### config.mk
export PLATFORM = sky130hd
export DESIGN_NAME = resource_container_deframer
export DESIGN_NICKNAME = d
export VERILOG_FILES = /design/src/hw/rtl/rcd_pkg.sv /design/src/hw/rtl/rcd_name_match.sv /design/src/hw/rtl/resource_container_deframer.sv
export SDC_FILE = /design/constraint.sdc
export NUM_CORES = 1
export LEC_CHECK = 0
export BUFFER_PORTS_ARGS = -buffer_cell sky130_fd_sc_hd__buf_4
export CAP_MARGIN = 30
export CORE_ASPECT_RATIO = 1.1
export CORE_UTILIZATION = 29
export CTS_CLUSTER_SIZE = 14
export DETAILED_ROUTE_END_ITERATION = 8
export HOLD_SLACK_MARGIN = 0.06
export PLACE_DENSITY = 0.49
export REMOVE_ABC_BUFFERS = 1
export SYNTH_ARGS = -nofsm -noshare
export SYNTH_HDL_FRONTEND = slang
export SYNTH_SLANG_ARGS = --single-unit
### constraint.sdc
create_clock -name clk -period 7.1 [get_ports clk]
set_clock_uncertainty 0.2 [all_clocks]
set_input_delay 0.355 -clock clk [delete_from_list [all_inputs] [get_ports clk]]
set_output_delay 0.355 -clock clk [all_outputs]
set_load 0.02 [all_outputs]
### src/hw/rtl/rcd_pkg.sv
// ----------------------------------------------------------------------------
// rcd_pkg
// Shared types, codes and name tables for the resource container deframer.
// ----------------------------------------------------------------------------
package rcd_pkg;

	// entry count and size field geometry
	localparam int COUNT_BITS       = 32;
	localparam int COUNT_WIDE       = COUNT_BITS + 4;
	localparam int SIZE_FIELD_BYTES = 4;
	localparam int SIZE_BITS        = 8 * SIZE_FIELD_BYTES;
	localparam int SIZE_IDX_BITS    = (SIZE_FIELD_BYTES > 1) ? $clog2(SIZE_FIELD_BYTES) : 1;

	// known section names
	localparam int SECTION_COUNT       = 7;
	localparam int NAME_MAX            = 12;
	localparam int FIRST_FILES_SECTION = 2;
	localparam logic [2:0] NO_SECTION  = 3'd7;
	localparam logic [3:0] POS_MAX     = 4'd15;

	// separators and digits
	localparam logic [7:0] CHAR_SPACE = 8'h20;
	localparam logic [7:0] CHAR_NUL   = 8'h00;
	localparam logic [7:0] CHAR_ZERO  = 8'h30;
	localparam logic [7:0] CHAR_NINE  = 8'h39;

	// names padded to NAME_MAX, first character in the top byte
	localparam logic [8*NAME_MAX-1:0] NAME_TEXT [SECTION_COUNT] = '{
		"COLORS      ",
		"MATERIALS   ",
		"TEXTUREFILES",
		"PALETTEFILES",
		"BACKFILES   ",
		"MASKFILES   ",
		"SOUNDFILES  "
	};
	localparam logic [3:0] NAME_LEN [SECTION_COUNT] = '{
		4'd6, 4'd9, 4'd12, 4'd12, 4'd9, 4'd9, 4'd10
	};

	// parser phase, one-hot
	typedef enum logic [4:0] {
		PH_NAME    = 5'b00001,
		PH_COUNT   = 5'b00010,
		PH_ENAME   = 5'b00100,
		PH_SIZE    = 5'b01000,
		PH_PAYLOAD = 5'b10000
	} phase_t;

	// role of an echoed byte
	typedef enum logic [2:0] {
		ROLE_SECTION_NAME = 3'd0,
		ROLE_SEPARATOR    = 3'd1,
		ROLE_COUNT_DIGIT  = 3'd2,
		ROLE_ENTRY_NAME   = 3'd3,
		ROLE_SIZE_BYTE    = 3'd4,
		ROLE_PAYLOAD      = 3'd5,
		ROLE_END_REPORT   = 3'd6,
		ROLE_IGNORED      = 3'd7
	} role_t;

	// latched error codes
	typedef enum logic [1:0] {
		ERR_NONE      = 2'd0,
		ERR_SECTION   = 2'd1,
		ERR_COUNT     = 2'd2,
		ERR_TRUNCATED = 2'd3
	} error_t;

	// name matcher result
	typedef struct packed {
		logic [SECTION_COUNT-1:0] cand_next;
		logic                     hit;
		logic [2:0]               hit_index;
	} match_t;

	// character of a known name at a position, zero past the table
	function automatic logic [7:0] name_char(input int k, input logic [3:0] pos);
		logic [7:0] ch;
		ch = 8'h00;
		for (int i = 0; i < NAME_MAX; i++) begin
			if (pos == 4'(i)) begin
				ch = NAME_TEXT[k][8*(NAME_MAX-1-i) +: 8];
			end
		end
		return ch;
	endfunction

endpackage

### src/hw/rtl/rcd_name_match.sv
// ----------------------------------------------------------------------------
// rcd_name_match
// Narrows the set of candidate section names by one byte and resolves the
// matched section when the name ends.
// ----------------------------------------------------------------------------
module rcd_name_match (
	input  logic [rcd_pkg::SECTION_COUNT-1:0] cand,
	input  logic [3:0]                        pos,
	input  logic [7:0]                        name_byte,
	output rcd_pkg::match_t                   match
);
	import rcd_pkg::*;

	// drop candidates that are too short or differ at this position
	always_comb begin
		for (int k = 0; k < SECTION_COUNT; k++) begin
			match.cand_next[k] = cand[k] && (pos < NAME_LEN[k]) &&
				(name_char(k, pos) == name_byte);
		end
	end

	// lowest candidate whose length equals the bytes seen
	always_comb begin
		match.hit       = 1'b0;
		match.hit_index = NO_SECTION;
		for (int k = SECTION_COUNT - 1; k >= 0; k--) begin
			if (cand[k] && (NAME_LEN[k] == pos)) begin
				match.hit       = 1'b1;
				match.hit_index = 3'(k);
			end
		end
	end

endmodule

### src/hw/rtl/resource_container_deframer.sv
// ----------------------------------------------------------------------------
// resource_container_deframer
// Parses a resource container byte stream into sections and entries and
// echoes each byte with its role, section, entry end mark and error state.
// ----------------------------------------------------------------------------
//  channel   handshake                   payload
//  input     byte_valid / byte_stall     byte_value, end_of_file
//  result    result_valid / result_stall out_byte, role, section_kind,
//                                        last_of_entry, error_code, finished
//
//  One byte per cycle while the result is not stalled: an input register feeds
//  the parse logic, whose result lands in the result register.
//  The parse state is a single set of registers updated once per byte.
//  Reset (arst_n low) returns the parser to the start of a section, no error.
//  A stalled result holds; the input register takes a byte while it is empty
//  or while the result register is free or being drained.
// ----------------------------------------------------------------------------
module resource_container_deframer (
	input  logic       clk,
	input  logic       arst_n,
	input  logic       byte_valid,
	output logic       byte_stall,
	input  logic [7:0] byte_value,
	input  logic       end_of_file,
	output logic       result_valid,
	input  logic       result_stall,
	output logic [7:0] out_byte,
	output logic [2:0] role,
	output logic [2:0] section_kind,
	output logic       last_of_entry,
	output logic [1:0] error_code,
	output logic       finished
);
	import rcd_pkg::*;

	// input stage
	logic       valid_s1;
	logic [7:0] byte_s1;
	logic       eof_s1;

	// parse state
	phase_t                   phase_q, phase_next;
	logic [SECTION_COUNT-1:0] cand_q, cand_next;
	logic [3:0]               pos_q, pos_next;
	logic [2:0]               sect_q, sect_next;
	logic                     has_payload_q, has_payload_next;
	logic [COUNT_BITS-1:0]    entries_q, entries_next;
	logic                     has_digit_q, has_digit_next;
	logic [SIZE_IDX_BITS-1:0] size_idx_q, size_idx_next;
	logic [SIZE_BITS-1:0]     payload_q, payload_next;
	error_t                   error_q, error_next;

	// result register
	logic       res_valid_q;
	logic [7:0] res_byte_q;
	role_t      res_role_q;
	logic [2:0] res_kind_q;
	logic       res_last_q;
	logic       res_fin_q;

	// parse results for the byte in the input stage
	logic [7:0] r_byte;
	role_t      r_role;
	logic [2:0] r_kind;
	logic       r_last;
	logic       r_fin;
	logic       entry_end;
	logic       section_restart;

	logic                  out_free;
	logic                  fire_s1;
	logic [COUNT_WIDE-1:0] count_wide;
	logic [3:0]            digit;
	logic [SIZE_BITS-1:0]  size_asm;
	match_t                match;

	// flow control
	assign out_free   = !res_valid_q || !result_stall;
	assign fire_s1    = valid_s1 && out_free;
	assign byte_stall = valid_s1 && !out_free;

	// input register
	always_ff @(posedge clk or negedge arst_n) begin
		if (!arst_n) begin
			valid_s1 <= 1'b0;
		end else if (!byte_stall) begin
			valid_s1 <= byte_valid;
		end
	end

	always_ff @(posedge clk) begin
		if (!byte_stall && byte_valid) begin
			byte_s1 <= byte_value;
			eof_s1  <= end_of_file;
		end
	end

	rcd_name_match u_match (
		.cand      (cand_q),
		.pos       (pos_q),
		.name_byte (byte_s1),
		.match     (match)
	);

	// count accumulate: entries * 10 + digit, overflow shows in the top bits
	assign digit      = byte_s1[3:0] - CHAR_ZERO[3:0];
	assign count_wide = ({4'b0, entries_q} << 3) + ({4'b0, entries_q} << 1) +
		COUNT_WIDE'(digit);

	// size field assembly, little endian
	always_comb begin
		size_asm = payload_q;
		for (int i = 0; i < SIZE_FIELD_BYTES; i++) begin
			if (size_idx_q == SIZE_IDX_BITS'(i)) begin
				size_asm[8*i +: 8] = byte_s1;
			end
		end
	end

	// parse step
	always_comb begin
		phase_next       = phase_q;
		cand_next        = cand_q;
		pos_next         = pos_q;
		sect_next        = sect_q;
		has_payload_next = has_payload_q;
		entries_next     = entries_q;
		has_digit_next   = has_digit_q;
		size_idx_next    = size_idx_q;
		payload_next     = payload_q;
		error_next       = error_q;
		r_byte           = byte_s1;
		r_role           = ROLE_IGNORED;
		r_kind           = sect_q;
		r_last           = 1'b0;
		r_fin            = 1'b0;
		entry_end        = 1'b0;
		section_restart  = 1'b0;

		if (eof_s1) begin
			r_byte = 8'h00;
			r_role = ROLE_END_REPORT;
			if (error_q == ERR_NONE) begin
				if (phase_q == PH_NAME && pos_q == 4'd0) begin
					r_fin = 1'b1;
				end else begin
					error_next = ERR_TRUNCATED;
				end
			end
		end else if (error_q != ERR_NONE) begin
			r_role = ROLE_IGNORED;
		end else begin
			case (phase_q)
				PH_NAME: begin
					if (byte_s1 == CHAR_SPACE) begin
						r_role = ROLE_SEPARATOR;
						if (match.hit) begin
							sect_next        = match.hit_index;
							has_payload_next = (match.hit_index >= 3'(FIRST_FILES_SECTION));
							phase_next       = PH_COUNT;
							entries_next     = '0;
							has_digit_next   = 1'b0;
							cand_next        = '1;
							pos_next         = 4'd0;
							r_kind           = match.hit_index;
						end else begin
							error_next = ERR_SECTION;
						end
					end else begin
						r_role    = ROLE_SECTION_NAME;
						cand_next = match.cand_next;
						if (pos_q != POS_MAX) begin
							pos_next = pos_q + 4'd1;
						end
					end
				end
				PH_COUNT: begin
					if (byte_s1 == CHAR_NUL) begin
						r_role = ROLE_SEPARATOR;
						if (!has_digit_q) begin
							error_next = ERR_COUNT;
						end else if (entries_q == '0) begin
							section_restart = 1'b1;
						end else begin
							phase_next = PH_ENAME;
						end
					end else begin
						r_role = ROLE_COUNT_DIGIT;
						if (byte_s1 < CHAR_ZERO || byte_s1 > CHAR_NINE) begin
							error_next = ERR_COUNT;
						end else if (count_wide[COUNT_WIDE-1:COUNT_BITS] != 4'd0) begin
							error_next = ERR_COUNT;
						end else begin
							entries_next   = count_wide[COUNT_BITS-1:0];
							has_digit_next = 1'b1;
						end
					end
				end
				PH_ENAME: begin
					if (byte_s1 == CHAR_NUL) begin
						r_role = ROLE_SEPARATOR;
						if (has_payload_q) begin
							phase_next    = PH_SIZE;
							size_idx_next = '0;
							payload_next  = '0;
						end else begin
							r_last    = 1'b1;
							entry_end = 1'b1;
						end
					end else begin
						r_role = ROLE_ENTRY_NAME;
					end
				end
				PH_SIZE: begin
					r_role       = ROLE_SIZE_BYTE;
					payload_next = size_asm;
					if (size_idx_q == SIZE_IDX_BITS'(SIZE_FIELD_BYTES - 1)) begin
						size_idx_next = '0;
						if (size_asm == '0) begin
							r_last    = 1'b1;
							entry_end = 1'b1;
						end else begin
							phase_next = PH_PAYLOAD;
						end
					end else begin
						size_idx_next = size_idx_q + SIZE_IDX_BITS'(1);
					end
				end
				PH_PAYLOAD: begin
					r_role       = ROLE_PAYLOAD;
					payload_next = payload_q - SIZE_BITS'(1);
					if (payload_q == SIZE_BITS'(1)) begin
						r_last    = 1'b1;
						entry_end = 1'b1;
					end
				end
				default: begin
					r_role = ROLE_IGNORED;
				end
			endcase
		end

		// entry complete: next entry or next section
		if (entry_end) begin
			entries_next = entries_q - COUNT_BITS'(1);
			if (entries_q == COUNT_BITS'(1)) begin
				section_restart = 1'b1;
			end else begin
				phase_next = PH_ENAME;
			end
		end

		// back to the start of a section
		if (section_restart) begin
			phase_next       = PH_NAME;
			cand_next        = '1;
			pos_next         = 4'd0;
			sect_next        = NO_SECTION;
			has_payload_next = 1'b0;
		end
	end

	// parse state registers
	always_ff @(posedge clk or negedge arst_n) begin
		if (!arst_n) begin
			phase_q       <= PH_NAME;
			cand_q        <= '1;
			pos_q         <= 4'd0;
			sect_q        <= NO_SECTION;
			has_payload_q <= 1'b0;
			entries_q     <= '0;
			has_digit_q   <= 1'b0;
			size_idx_q    <= '0;
			payload_q     <= '0;
			error_q       <= ERR_NONE;
		end else if (fire_s1) begin
			phase_q       <= phase_next;
			cand_q        <= cand_next;
			pos_q         <= pos_next;
			sect_q        <= sect_next;
			has_payload_q <= has_payload_next;
			entries_q     <= entries_next;
			has_digit_q   <= has_digit_next;
			size_idx_q    <= size_idx_next;
			payload_q     <= payload_next;
			error_q       <= error_next;
		end
	end

	// result register
	always_ff @(posedge clk or negedge arst_n) begin
		if (!arst_n) begin
			res_valid_q <= 1'b0;
		end else if (out_free) begin
			res_valid_q <= valid_s1;
		end
	end

	always_ff @(posedge clk) begin
		if (fire_s1) begin
			res_byte_q <= r_byte;
			res_role_q <= r_role;
			res_kind_q <= r_kind;
			res_last_q <= r_last;
			res_fin_q  <= r_fin;
		end
	end

	// error code follows the latched state of the transfer just parsed
	logic [1:0] res_err_q;
	always_ff @(posedge clk) begin
		if (fire_s1) begin
			res_err_q <= error_next;
		end
	end

	assign result_valid  = res_valid_q;
	assign out_byte      = res_byte_q;
	assign role          = res_role_q;
	assign section_kind  = res_kind_q;
	assign last_of_entry = res_last_q;
	assign error_code    = res_err_q;
	assign finished      = res_fin_q;

endmodule
After elaboration in Yosys (flattened, before gate mapping):

Index checks and enable logic that the tools add are counted.

* register bits after elaboration: 118
* bits in latches: 0
* memory bits (writable): 0
* memory bits (read-only): 0
* bits of input ports: 13
* output and inout bits: 20
* word-level logic and storage cells: 331
* memories: 0

* $add $sub $neg: 6
* $mul: 0
* div/mod/pow operators: 0
* magnitude comparators: 7
* eq/ne operators: 51
* shift-type cells: 0
* mux-type cells: 188
* bitwise operators: 2
* reductions and logical operators: 56

Operators with widths (count)
* 7-bit 2-to-1 mux: 88
* 32-bit 2-to-1 mux: 10
* 32-bit case mux with 3 select lines: 1
* 5-bit 2-to-1 mux: 14
* 32-bit by 1-bit == test with 1-bit output (second input constant): 2
* 32-bit logical NOT: 2
* 32-bit case mux with 2 select lines: 1
* 32-bit by 1-bit subtractor with 32-bit output (second input constant): 2
* 7-bit by 8-bit == test with 1-bit output: 7
* 4-bit 2-to-1 mux: 14
* 35-bit by 33-bit adder with 36-bit output: 1
* 36-bit by 4-bit adder with 36-bit output: 1
* 8-bit 2-to-1 mux: 4
* 2-bit 2-to-1 mux: 15
* 1-bit 2-to-1 mux: 29
* 1-bit logical AND: 25
* 6-bit AND reduction: 4
* 5-bit case mux with 4 select lines: 1
* 3-bit 2-to-1 mux: 6
* 9-bit AND reduction: 2
* 4-bit by 3-bit == test with 1-bit output (second input constant): 4
* 4-bit == test (second input constant): 4
* 2-bit inequality test (second input constant): 8
* 3-bit inequality test (second input constant): 5
* other kinds (38): 60

Logic depth before layout (Yosys ltp):

Gate-level depths: netlist of the first run.

* depth after elaboration: 20
* mapped depth: 17
* gate-level depth less buffers: 13

Hierarchy:

A second synthesis of the first run with hierarchy kept.

* cells, all modules: 1395
* area total of the unflattened synthesis: 11108.2 um^2

By module, submodules not included
* resource_container_deframer: instances 1, cells each 1142, area an instance 9545.4 um^2, seq. area each 3101.7 um^2
* rcd_name_match: instances 1, cells each 253, area an instance 1562.7 um^2, seq. area each 0.0 um^2

Worst setup path before layout of the first run:

No wires, ideal clock.

* path kind: register -> register
* start point: register byte_s1[3]
* end point: register entries_q[29]
* setup time: 0.129 ns
* data arrival time: 4.199 ns
* data required time: 6.771 ns
* slack: 2.572 ns
* cell stages (with the launch flop): 18
* buffers on the path: 4
* clock period less this slack: 4.528 ns
* path through: edfxtp_1 > clkbuf_1 > buf_1 > inv_1 > fa_1 > inv_1 > fa_1 > a211oi_1 > o21ai_0 > o21ai_0 > nand2_1 > a31o_2 > a211oi_2 > a31oi_1 > buf_2 > buf_2 > o31ai_1 > o21ai_1

* word-level cells in the longest chain between the ends: 9
* elaborated cells between the ends (all ways): 34
* those cells by class: add/sub (1); order compare (2); eq/ne (8); mux (17); reduce/logical (6)

RTL lines
* start, declared: RTL line resource_container_deframer.sv:38 `logic [7:0] byte_s1;`
* start signal, assigned: RTL line resource_container_deframer.sv:93 `byte_s1 <= byte_value;`
* parallel branches: the longest is 9 deep, another holds 36-bit by 4-bit adder with 36-bit output
* end signal, assigned: RTL line resource_container_deframer.sv:282 `entries_q <= entries_next;`
* end, declared: RTL line resource_container_deframer.sv:47 `logic [COUNT_BITS-1:0] entries_q, entries_next;`

Several ways; the timed one is not identified. The select of a mux whose other input is x is not followed.
A chain may end at the register's enable or synchronous reset.

Worst setup path after layout of the first run:

* start point: register byte_s1[3]
* end point: register entries_q[4]

Same word-level chain as after synthesis.

==> results.json, run 1 <==
{
  "status": "finished clean",
  "grtUsageMet1": 0.2672,
  "synth_top_area_frac": 0.1857,
  "port_buffers": 32,
  "hold_path_class": "in2async",
  "fin_tns_setup_ns": 0,
  "crit_path_max_fanout": 30,
  "cts.htree.levels": 4,
  "drtAntennaViolNets": 0,
  "die_area_um2": 37940,
  "vias": 10500,
  "core_area_um2": 36350,
  "worst_pin_slew_ns": 0.8892,
  "tritoncts": "built",
  "drt_iter0_drc": 737,
  "routabilityCongestion": 0.8791,
  "finalHoldViolations": 0,
  "io_pins": 33,
  "rsz0062_at_grt": "false",
  "post-cts-setup-buffers": 0,
  "cp.required_ns": 7.20,
  "async_flop_share": 0.7712,
  "sw_frac_of_total": 0.2560,
  "numCtsBuffers": 17,
  "p_leak_uw": 0.004998,
  "min_period_ns": 5.603,
  "initial_core_util": 0.2965,
  "wl_mm": 36.44,
  "grt_max_degree": 62,
  "grt.busiest_layer": "met2",
  "clock_latency_ns": 0.43,
  "clkTransAtPathRegs_ns": 0.06,
  "synth_edf_count": 27,
  "syn-cell-area_um2": 10780,
  "cap_violations": 0,
  "synthCells": 1342,
  "area_growth_pct": 13.15,
  "worstSetupStartpointType": "register",
  "wl_per_cell_um": 19.77,
  "cts-resized-gates": 0,
  "synth_area_leaders": "dfrtp_1 (19%), ha_1 (8.8%), edfxtp_1 (7.5%), a21oi_1 (5.5%), o21ai_0 (5.2%)",
  "netlist_top_cells_count": "nor2_1 (119), a21oi_1 (118), o21ai_0 (111)",
  "cts_root_buf": "clkbuf_16",
  "cts_buffer_depth": 2,
  "end_kind": "register",
  "use_met2": 0.3260,
  "dominantRegCellSynth": "dfrtp_1",
  "path_class": "reg2reg",
  "diodes": 0,
  "sequentialPowerShare": 0.414,
  "yosys_warnings": 0,
  "grt_use_total": 0.1969,
  "setup_viol": 0,
  "yosysUniqueCellTypes": 84,
  "die_h_um": 204.2,
  "synth_top_area_cell": "dfrtp_1",
  "clock.fmax_mhz": 178.5,
  "antenna_found_initial": 0,
  "ys_ff_latch": 118,
  "holdWs_ns": 0.2132,
  "rows": 73,
  "first_pass_iters": 5,
  "slew_headroom": 0.4072,
  "intPower_uw": 1317,
  "grt_pass1_wl_mm": 58.73,
  "vdd.ir_drop.worst_v": 0.0001535,
  "drc": 0,
  "grt_use_met3": 0.02174,
  "gr-total-overflow": 0,
  "crit_arrival_ns": 5.70,
  "p_sw_uw": 452.9,
  "synth_seq_area_share": 0.2878,
  "layout-drive-gt1-share": 0.09513,
  "synth.most_common_cell": "nor2_1",
  "hpwl_mm": 25.17,
  "fin_crit_sh": 0.7891,
  "p_comb_frac": 0.083,
  "fin_area_um2": 12200,
  "finalMaxSlewViolations": 0,
  "placed_cell_area_um2": 11480,
  "clock-sinks": 118,
  "p_per_area_nw_per_um2": 145.1,
  "syn_avg_cell_area_um2": 8.031,
  "grt_pass1_vias": 10330,
  "final_nets": 1434,
  "p_clk_frac": 0.503,
  "die_width_um": 185.8,
  "via_per_inst": 5.699
}
## power groups by stage
| stage | Sequential (µW) | Combinational, µW | Clock, µW |
|---|---|---|---|
| floorplan | 759 | 54.0 | 0 |
| global placement | 747 | 138 | 0 |
| detailed placement | 746 | 141 | 0 |
| CTS | 733 | 148 | 904 |
| global route | 736 | 160 | 932 |
| finish | 733 | 147 | 889 |
## final timing paths
kind | from | to | slack [ns] | cells after the start
worst max-delay path | byte_s1[3] | entries_q[4] | 1.50 | 13
worst min-delay path | arst_n | payload_q[14] | 0.21 | 2
worst max register to register | byte_s1[3] | entries_q[4] | 1.50 | 13
worst min register to register | sect_q[0] | sect_q[0] | 0.25 | 2
max in group asynchronous | arst_n | phase_q[3] | 5.23 | 3
min in group clk | sect_q[0] | sect_q[0] | 0.25 | 2
## area by class of cell
cell class                      instances  area, µm²
Clock buffer                           17      425.4
Timing Repair Buffer                   70      585.6
Fill cell                            3850      24160
Multi-Input combinational cell       1102       7183
Tap cell                              487      609.3
Clock inverter                         15      162.7
Inverter                               34      127.6
Sequential cell                       118       3102
## routing by layer
| metal | part of all wire | up-vias | wire (µm) |
|---|---|---|---|
| li1 | - | 5064 | - |
| met1 | 0.46 | 5122 | 16880 |
| met2 | 0.48 | 277 | 17620 |
| met3 | 0.036 | 40 | 1324 |
| met4 | 0.017 | 0 | 613 |
| met5 | 0 | - | 0 |
## logic make-up (layout without fill, tap and decap cells)
| family | Yosys count | after routing | synth area share |
|---|---|---|---|
| AOI/OAI and AO/OA | 477 | 477 | 0.2799 |
| and+or+nand+nor | 457 | 457 | 0.2159 |
| buffers and inverters | 122 | 136 | 0.04678 |
| DFF | 118 | 118 | 0.2878 |
| adders and majority gates | 78 | 78 | 0.09194 |
| xor gates and xnor gates | 58 | 58 | 0.04713 |
| muxes | 32 | 32 | 0.03053 |
## sequential cells by signal, indices dropped and copies added, names as in the netlist
| name | cells |
|---|---|
| byte_s1 | 8 |
| cand_q | 7 |
| entries_q | 32 |
| eof_s1 | 1 |
| error_code | 2 |
| error_q | 2 |
| finished | 1 |
| has_digit_q | 1 |
| has_payload_q | 1 |
| last_of_entry | 1 |
| out_byte | 8 |
| payload_q | 32 |
| phase_q | 5 |
| pos_q | 4 |
| result_valid | 1 |
| role | 3 |
| sect_q | 3 |
| section_kind | 3 |
| size_idx_q | 2 |
| valid_s1 | 1 |
## cells in the final DEF, fill, tap and decap left out, types with 15 or more instances in the layout
cell type / synthesis / layout
nand3_1: 32 / 32
mux2i_1: 25 / 25
a22oi_1: 18 / 18
dfrtp_1: 80 / 80
nand2_1: 100 / 100
clkbuf_16: 0 / 17
inv_1: 34 / 34
buf_4: 0 / 55
nor3_1: 51 / 51
nor2b_1: 17 / 17
nor4_1: 28 / 28
ha_1: 76 / 76
o22ai_1: 15 / 15
nand2b_1: 15 / 15
nor2_1: 119 / 119
o21ai_0: 111 / 111
edfxtp_1: 27 / 27
xnor2_1: 33 / 33
o21ai_1: 30 / 30
xor2_1: 25 / 25
a21oi_1: 118 / 118
a31oi_1: 33 / 32
o31ai_1: 32 / 32
## through the flow
step | power [µW] | setup slack, ns | cells | util
finish | 1770 | 1.497 | 1843 | 0.3355
global route | 1829 | 1.157 | 1843 | 0.3355
CTS | 1785 | 1.588 | 1843 | 0.3355
detailed placement | 886.7 | 1.626 | 1798 | 0.3157
global placement | 885.3 | 1.845 | 1796 | 0.3146
floorplan | 813.3 | 1.953 | 1254 | -
## critical path, stage by stage (launching register included)
cell and delay [ns]:
edfxtp_1 0.90, inv_1 0.28, fa_1 0.60, inv_1 0.07, fa_1 0.48, a211oi_1 0.23, o21ai_0 0.26, o21ai_0 0.48
a21boi_0 0.21, o21ai_0 0.31, xnor2_1 0.19, a31oi_2 0.60, or2_4 0.49, o21ai_1 0.14
## what timing repair did
action	CTS	global route
endpoints found under the setup margin	0	0
endpoints found under the hold margin	41	0
hold buffers	13	0
Note: power is estimated with default switching activity, not from simulation.
==> run 2: changes to the inputs <==
--- a/config.mk
+++ b/config.mk
@@ -12,7 +12,7 @@
 export CTS_CLUSTER_SIZE = 14
 export DETAILED_ROUTE_END_ITERATION = 8
 export HOLD_SLACK_MARGIN = 0.06
-export PLACE_DENSITY = 0.49
+export PLACE_DENSITY = 0.51
 export REMOVE_ABC_BUFFERS = 1
 export SYNTH_ARGS = -nofsm -noshare
 export SYNTH_HDL_FRONTEND = slang
==> constraint.sdc (replaced) <==
create_clock -name clk -period 4.5 [get_ports clk]
set_clock_uncertainty 0.2 [all_clocks]
set_input_delay 0.225 -clock clk [delete_from_list [all_inputs] [get_ports clk]]
set_output_delay 0.225 -clock clk [all_outputs]
set_load 0.02 [all_outputs]
==> run 2 against run 1 <==
Against the previous run: sequential cell count unchanged; via count increased by 2.8%; first-iteration DRC count increased by 39%; combinational power increased by 59%; critical path type unchanged; highest routed layer unchanged; clock power increased by 80%; worst setup slack got worse by 1.2 ns; sequential power increased by 58%; die area unchanged; critical path depth increased by 2.
==> results.json, run 2 (synthesis results as in run 1) <==
{
  "crit_arrival_ns": 4.19,
  "clock.fmax_mhz": 237.4,
  "clkTransAtPathRegs_ns": 0.06,
  "hpwl_mm": 25.79,
  "gr-total-overflow": 0,
  "diodes": 0,
  "initial_core_util": 0.2965,
  "rows": 73,
  "die_width_um": 185.8,
  "vdd.ir_drop.worst_v": 0.0002514,
  "die_h_um": 204.2,
  "rsz0062_at_grt": "false",
  "final_nets": 1457,
  "drc": 0,
  "crit_path_max_fanout": 8,
  "antenna_found_initial": 0,
  "grt_use_total": 0.1943,
  "finalHoldViolations": 0,
  "clock-sinks": 118,
  "p_leak_uw": 0.005128,
  "tritoncts": "built",
  "postLayoutCoreUtil": 0.3424,
  "final_common_cell": "nor2_1",
  "grt_pass1_wl_mm": 58.15,
  "cp.required_ns": 4.47,
  "die_area_um2": 37940,
  "dp_cells": 1820,
  "first_pass_iters": 8,
  "grt_max_degree": 48,
  "grt_pass1_vias": 10380,
  "cts_buffer_depth": 2,
  "fin_crit_sh": 0.9362,
  "slew_headroom": 0.5173,
  "worst_slack_ns": 0.2870,
  "cp.buffers_inverters": 4,
  "worstSetupStartpointType": "register",
  "area_growth_pct": 15.47,
  "place_ws_ns": 0.3250,
  "fin_tns_setup_ns": 0,
  "nFillCells": 3869,
  "stdcell_count": 1866,
  "via_per_inst": 5.784,
  "path_cells": "inv_1, fa_1, inv_1, fa_1, a211oi_1, o21ai_0, o21ai_0, buf_4, nand2_1, a31o_2, a211oi_4, a31oi_2, buf_4, a31oi_1, nand2b_1",
  "min_period_ns": 4.213,
  "cap_violations": 0,
  "cts_root_buf": "clkbuf_16",
  "finalMaxSlewViolations": 0,
  "p_per_area_nw_per_um2": 239.9,
  "layout-drive-gt1-share": 0.1124,
  "path_class": "reg2reg",
  "layout_common_cells": "nor2_1 (119), a21oi_1 (118), o21ai_0 (111)",
  "cts.htree.levels": 4,
  "routabilityCongestion": 0.8610,
  "vias": 10790,
  "slowest_delay_ns": 0.49,
  "top_regs": "entries_q x32, payload_q x32",
  "numCtsBuffers": 17,
  "port_buffers": 32,
  "end_kind": "register",
  "status": "finished clean",
  "post-cts-setup-buffers": 0,
  "crit_slowest_cell": "fa_1",
  "worst_pin_slew_ns": 0.7232,
  "drt_iter0_drc": 1022,
  "wl_per_cell_um": 19.26,
  "hold_path_class": "in2async",
  "core_area_um2": 36350,
  "wl_mm": 35.94,
  "clock_latency_ns": 0.44,
  "setup_viol": 0,
  "path_delay_family": "compound AO/OA/AOI/OAI gates",
  "drtAntennaViolNets": 0,
  "io_pins": 33
}
run 2: changes by cell type in the layout (fill, tap and decap cells not counted), moves of 2 or more:
cell	previous run	this run
buf_4	55	79
inv_6	0	2
clkinv_1	3	0
bufinv_16	3	6
clkinv_2	4	0
run 2: power by group:
group          switching, µW  internal [µW]  leakage, µW
clock network            551           1040     0.000321
logic                    149           84.9      0.00336
registers               22.7           1130      0.00145
run 2: layout make-up:
class | count | area [µm²] | area share
Timing Repair Buffer | 92 | 723.2 | 0.05811
Inverter | 34 | 127.6 | 0.01025
Sequential cell | 118 | 3102 | 0.2492
Multi-Input combinational cell | 1103 | 7207 | 0.5791
Tap cell | 487 | 609.3 | 0.04896
Clock inverter | 14 | 247.7 | 0.01991
Clock buffer | 18 | 429.2 | 0.03448
run 2: worst paths after layout:
kind	startpoint	to	slack [ns]	depth (start not counted)
max reg2reg	entries_q[2]	error_code[1]	0.29	15
max	entries_q[2]	error_code[1]	0.29	15
min reg2reg	sect_q[0]	sect_q[0]	0.25	2
min in group clk	sect_q[0]	sect_q[0]	0.25	2
max in group asynchronous	arst_n	error_q[0]	2.80	3
min	arst_n	payload_q[14]	0.16	2
run 2: what timing repair did:
item                       in CTS  in global routing
setup endpoints to repair       0                  9
gates resized for setup         0                  3
hold endpoints to repair       55                  0
hold buffers                   13                  0
run 2: through the flow:
stage	hold slack (ns)	total power, µW	area, µm²
5_1_grt	0.2288	3083	12450
3_5_place_dp	0.09644	1400	11610
6_report	0.1602	2985	12450
2_1_floorplan	-0.2706	1283	10400
3_3_place_gp	0.09244	1399	11610
4_1_cts	0.1789	3011	12420
run 2: metal layers:
metal	wire, µm	track usage	vias to the layer above
met1	16340	0.2602	5274
li1	-	-	5104
met5	0	0	-
met3	1872	0.03172	62
met2	17010	0.3190	353
met4	715	0.05591	0
==> run 3: changes to the inputs <==
--- a/config.mk
+++ b/config.mk
@@ -12,7 +12,7 @@
 export CTS_CLUSTER_SIZE = 14
 export DETAILED_ROUTE_END_ITERATION = 8
 export HOLD_SLACK_MARGIN = 0.06
-export PLACE_DENSITY = 0.51
+export PLACE_DENSITY = 0.49
 export REMOVE_ABC_BUFFERS = 1
 export SYNTH_ARGS = -nofsm -noshare
 export SYNTH_HDL_FRONTEND = slang
==> constraint.sdc (replaced) <==
create_clock -name clk -period 4.13 [get_ports clk]
set_clock_uncertainty 0.2 [all_clocks]
set_input_delay 0.2065 -clock clk [delete_from_list [all_inputs] [get_ports clk]]
set_output_delay 0.2065 -clock clk [all_outputs]
set_load 0.02 [all_outputs]
==> run 3 against run 2 <==
Against the previous run: worst setup slack worse by 0.080 ns; global-route usage fell by 0.063 points; core utilization rose by 0.35 points; sequential share of layout area is 0.25 points lower; highest routed layer unchanged.
==> results.json, run 3 (synthesis results as in run 1) <==
{
  "layout_common_cells": "nor2_1 (119), a21oi_1 (118), o21ai_0 (109)",
  "placed_cell_area_um2": 11740,
  "final_nets": 1472,
  "worst_slack_ns": 0.2075,
  "dp_cells": 1833,
  "cp.required_ns": 4.24,
  "drt_iter0_drc": 728,
  "fin_crit_sh": 0.9498,
  "wl_mm": 36.41,
  "p_per_area_nw_per_um2": 242.1,
  "worstSetupStartpointType": "register",
  "clock-sinks": 118,
  "path_delay_family": "compound AO/OA/AOI/OAI gates",
  "finalHoldViolations": 0,
  "tritoncts": "built",
  "r2r-end": "entries_q[12]",
  "nFillCells": 3846,
  "die_h_um": 204.2,
  "regArea_um2": 3102,
  "area_growth_pct": 16.65,
  "grt_pass1_vias": 10260,
  "antenna_found_initial": 0,
  "fin_tns_setup_ns": 0,
  "rows": 73,
  "die_area_um2": 37940,
  "vdd.ir_drop.worst_v": 0.0002739,
  "layout-drive-gt1-share": 0.1255,
  "cts.htree.levels": 4,
  "io_pins": 33,
  "grt.busiest_layer": "met2",
  "grt_max_degree": 62,
  "diodes": 0,
  "cts_root_buf": "clkbuf_16",
  "holdWs_ns": 0.2368,
  "end_kind": "register",
  "wl_per_cell_um": 19.35,
  "first_pass_iters": 5,
  "worst_pin_slew_ns": 0.8714,
  "initial_core_util": 0.2965,
  "use_met2": 0.3216,
  "final_common_cell": "nor2_1",
  "path_class": "reg2reg",
  "die_width_um": 185.8,
  "min_period_ns": 3.923,
  "setup_viol": 0,
  "top_regs": "entries_q x32, payload_q x32",
  "via_per_inst": 5.719,
  "gr-total-overflow": 0,
  "multi_input_area_um2": 7256,
  "drc": 0,
  "clock.fmax_mhz": 254.9,
  "hold_path_class": "in2async",
  "clkTransAtPathRegs_ns": 0.06,
  "place_ws_ns": 0.007651,
  "path_depth": 14,
  "cts_buffer_depth": 2,
  "clock_latency_ns": 0.43,
  "path_cells": "inv_1, fa_1, inv_1, ha_1, a211oi_1, o211ai_1, a31oi_2, o31ai_4, a41oi_1, o311ai_4, a31oi_4, or2_4, buf_12, o21ai_1",
  "p_leak_uw": 0.005192,
  "regToRegStartpoint": "byte_s1[3]",
  "grt_use_total": 0.1937,
  "crit_arrival_ns": 4.03,
  "slowest_delay_ns": 0.54,
  "cap_violations": 0,
  "worstSetupEndpoint": "entries_q[12]",
  "vias": 10760,
  "reg2reg_depth": 14,
  "reg2reg_slack_ns": 0.21,
  "stdcell_count": 1881,
  "status": "finished clean",
  "fin_area_um2": 12570,
  "grtUsageMet1": 0.2651,
  "crit_path_max_fanout": 11,
  "hpwl_mm": 26.07,
  "routabilityCongestion": 0.8702,
  "path_common_cell": "inv_1",
  "grt_pass1_wl_mm": 57.86,
  "finalMaxSlewViolations": 0,
  "numCtsBuffers": 17,
  "core_area_um2": 36350,
  "cp.buffers_inverters": 3,
  "grt_use_met3": 0.01835,
  "crit_path_start": "byte_s1[3]",
  "drtAntennaViolNets": 0,
  "port_buffers": 32,
  "crit_slowest_cell": "fa_1",
  "slew_headroom": 0.4191
}
==> run 3: per-layer routing <==
layer / up-vias / part of all wire
li1: 5125 / -
met1: 5272 / 0.46
met2: 315 / 0.48
met3: 45 / 0.043
met4: 0 / 0.016
met5: - / 0
==> run 3: cell type report <==
class	instances	area share
clock buffer	20	0.03553
clock inverter	12	0.01135
inverter	34	0.01015
multi-input combinational	1102	0.5771
sequential	118	0.2467
tap	487	0.04847
timing repair buffer	108	0.07066
==> run 3: through the flow <==
step                utilization  total power, µW
floorplan                     -             1398
global placement         0.3229             1530
detailed placement       0.3229             1529
CTS                      0.3429             3073
global route             0.3458             3138
finish                   0.3458             3044
==> run 3: worst min-delay path by stage <==
stage | to | depth (start not counted)
2_1_floorplan | entries_q[0] | 0
3_3_place_gp | payload_q[13] | 1
3_5_place_dp | payload_q[13] | 1
4_1_cts | sect_q[0] | 2
5_1_grt | sect_q[2] | 2
6_report | payload_q[13] | 2
==> run 3: report_power, final <==
part / total [µW] / leakage, µW / internal [µW] / switching [µW]
logic: 260 / 0.00346 / 95.8 / 165
registers: 1260 / 0.00145 / 1230 / 25.8
clock network: 1520 / 0.000286 / 916 / 608
total: 3040 / 0.00519 / 2250 / 798
==> run 3: repair_timing <==
action | 4_1_cts | 5_1_grt
cloned | 0 | 1
buffers inserted | 0 | 2
setup endpoints to repair | 1 | 34
hold buffers | 13 | 0
hold endpoints to repair | 71 | 0
pin swaps | 0 | 3
resized for setup | 1 | 16
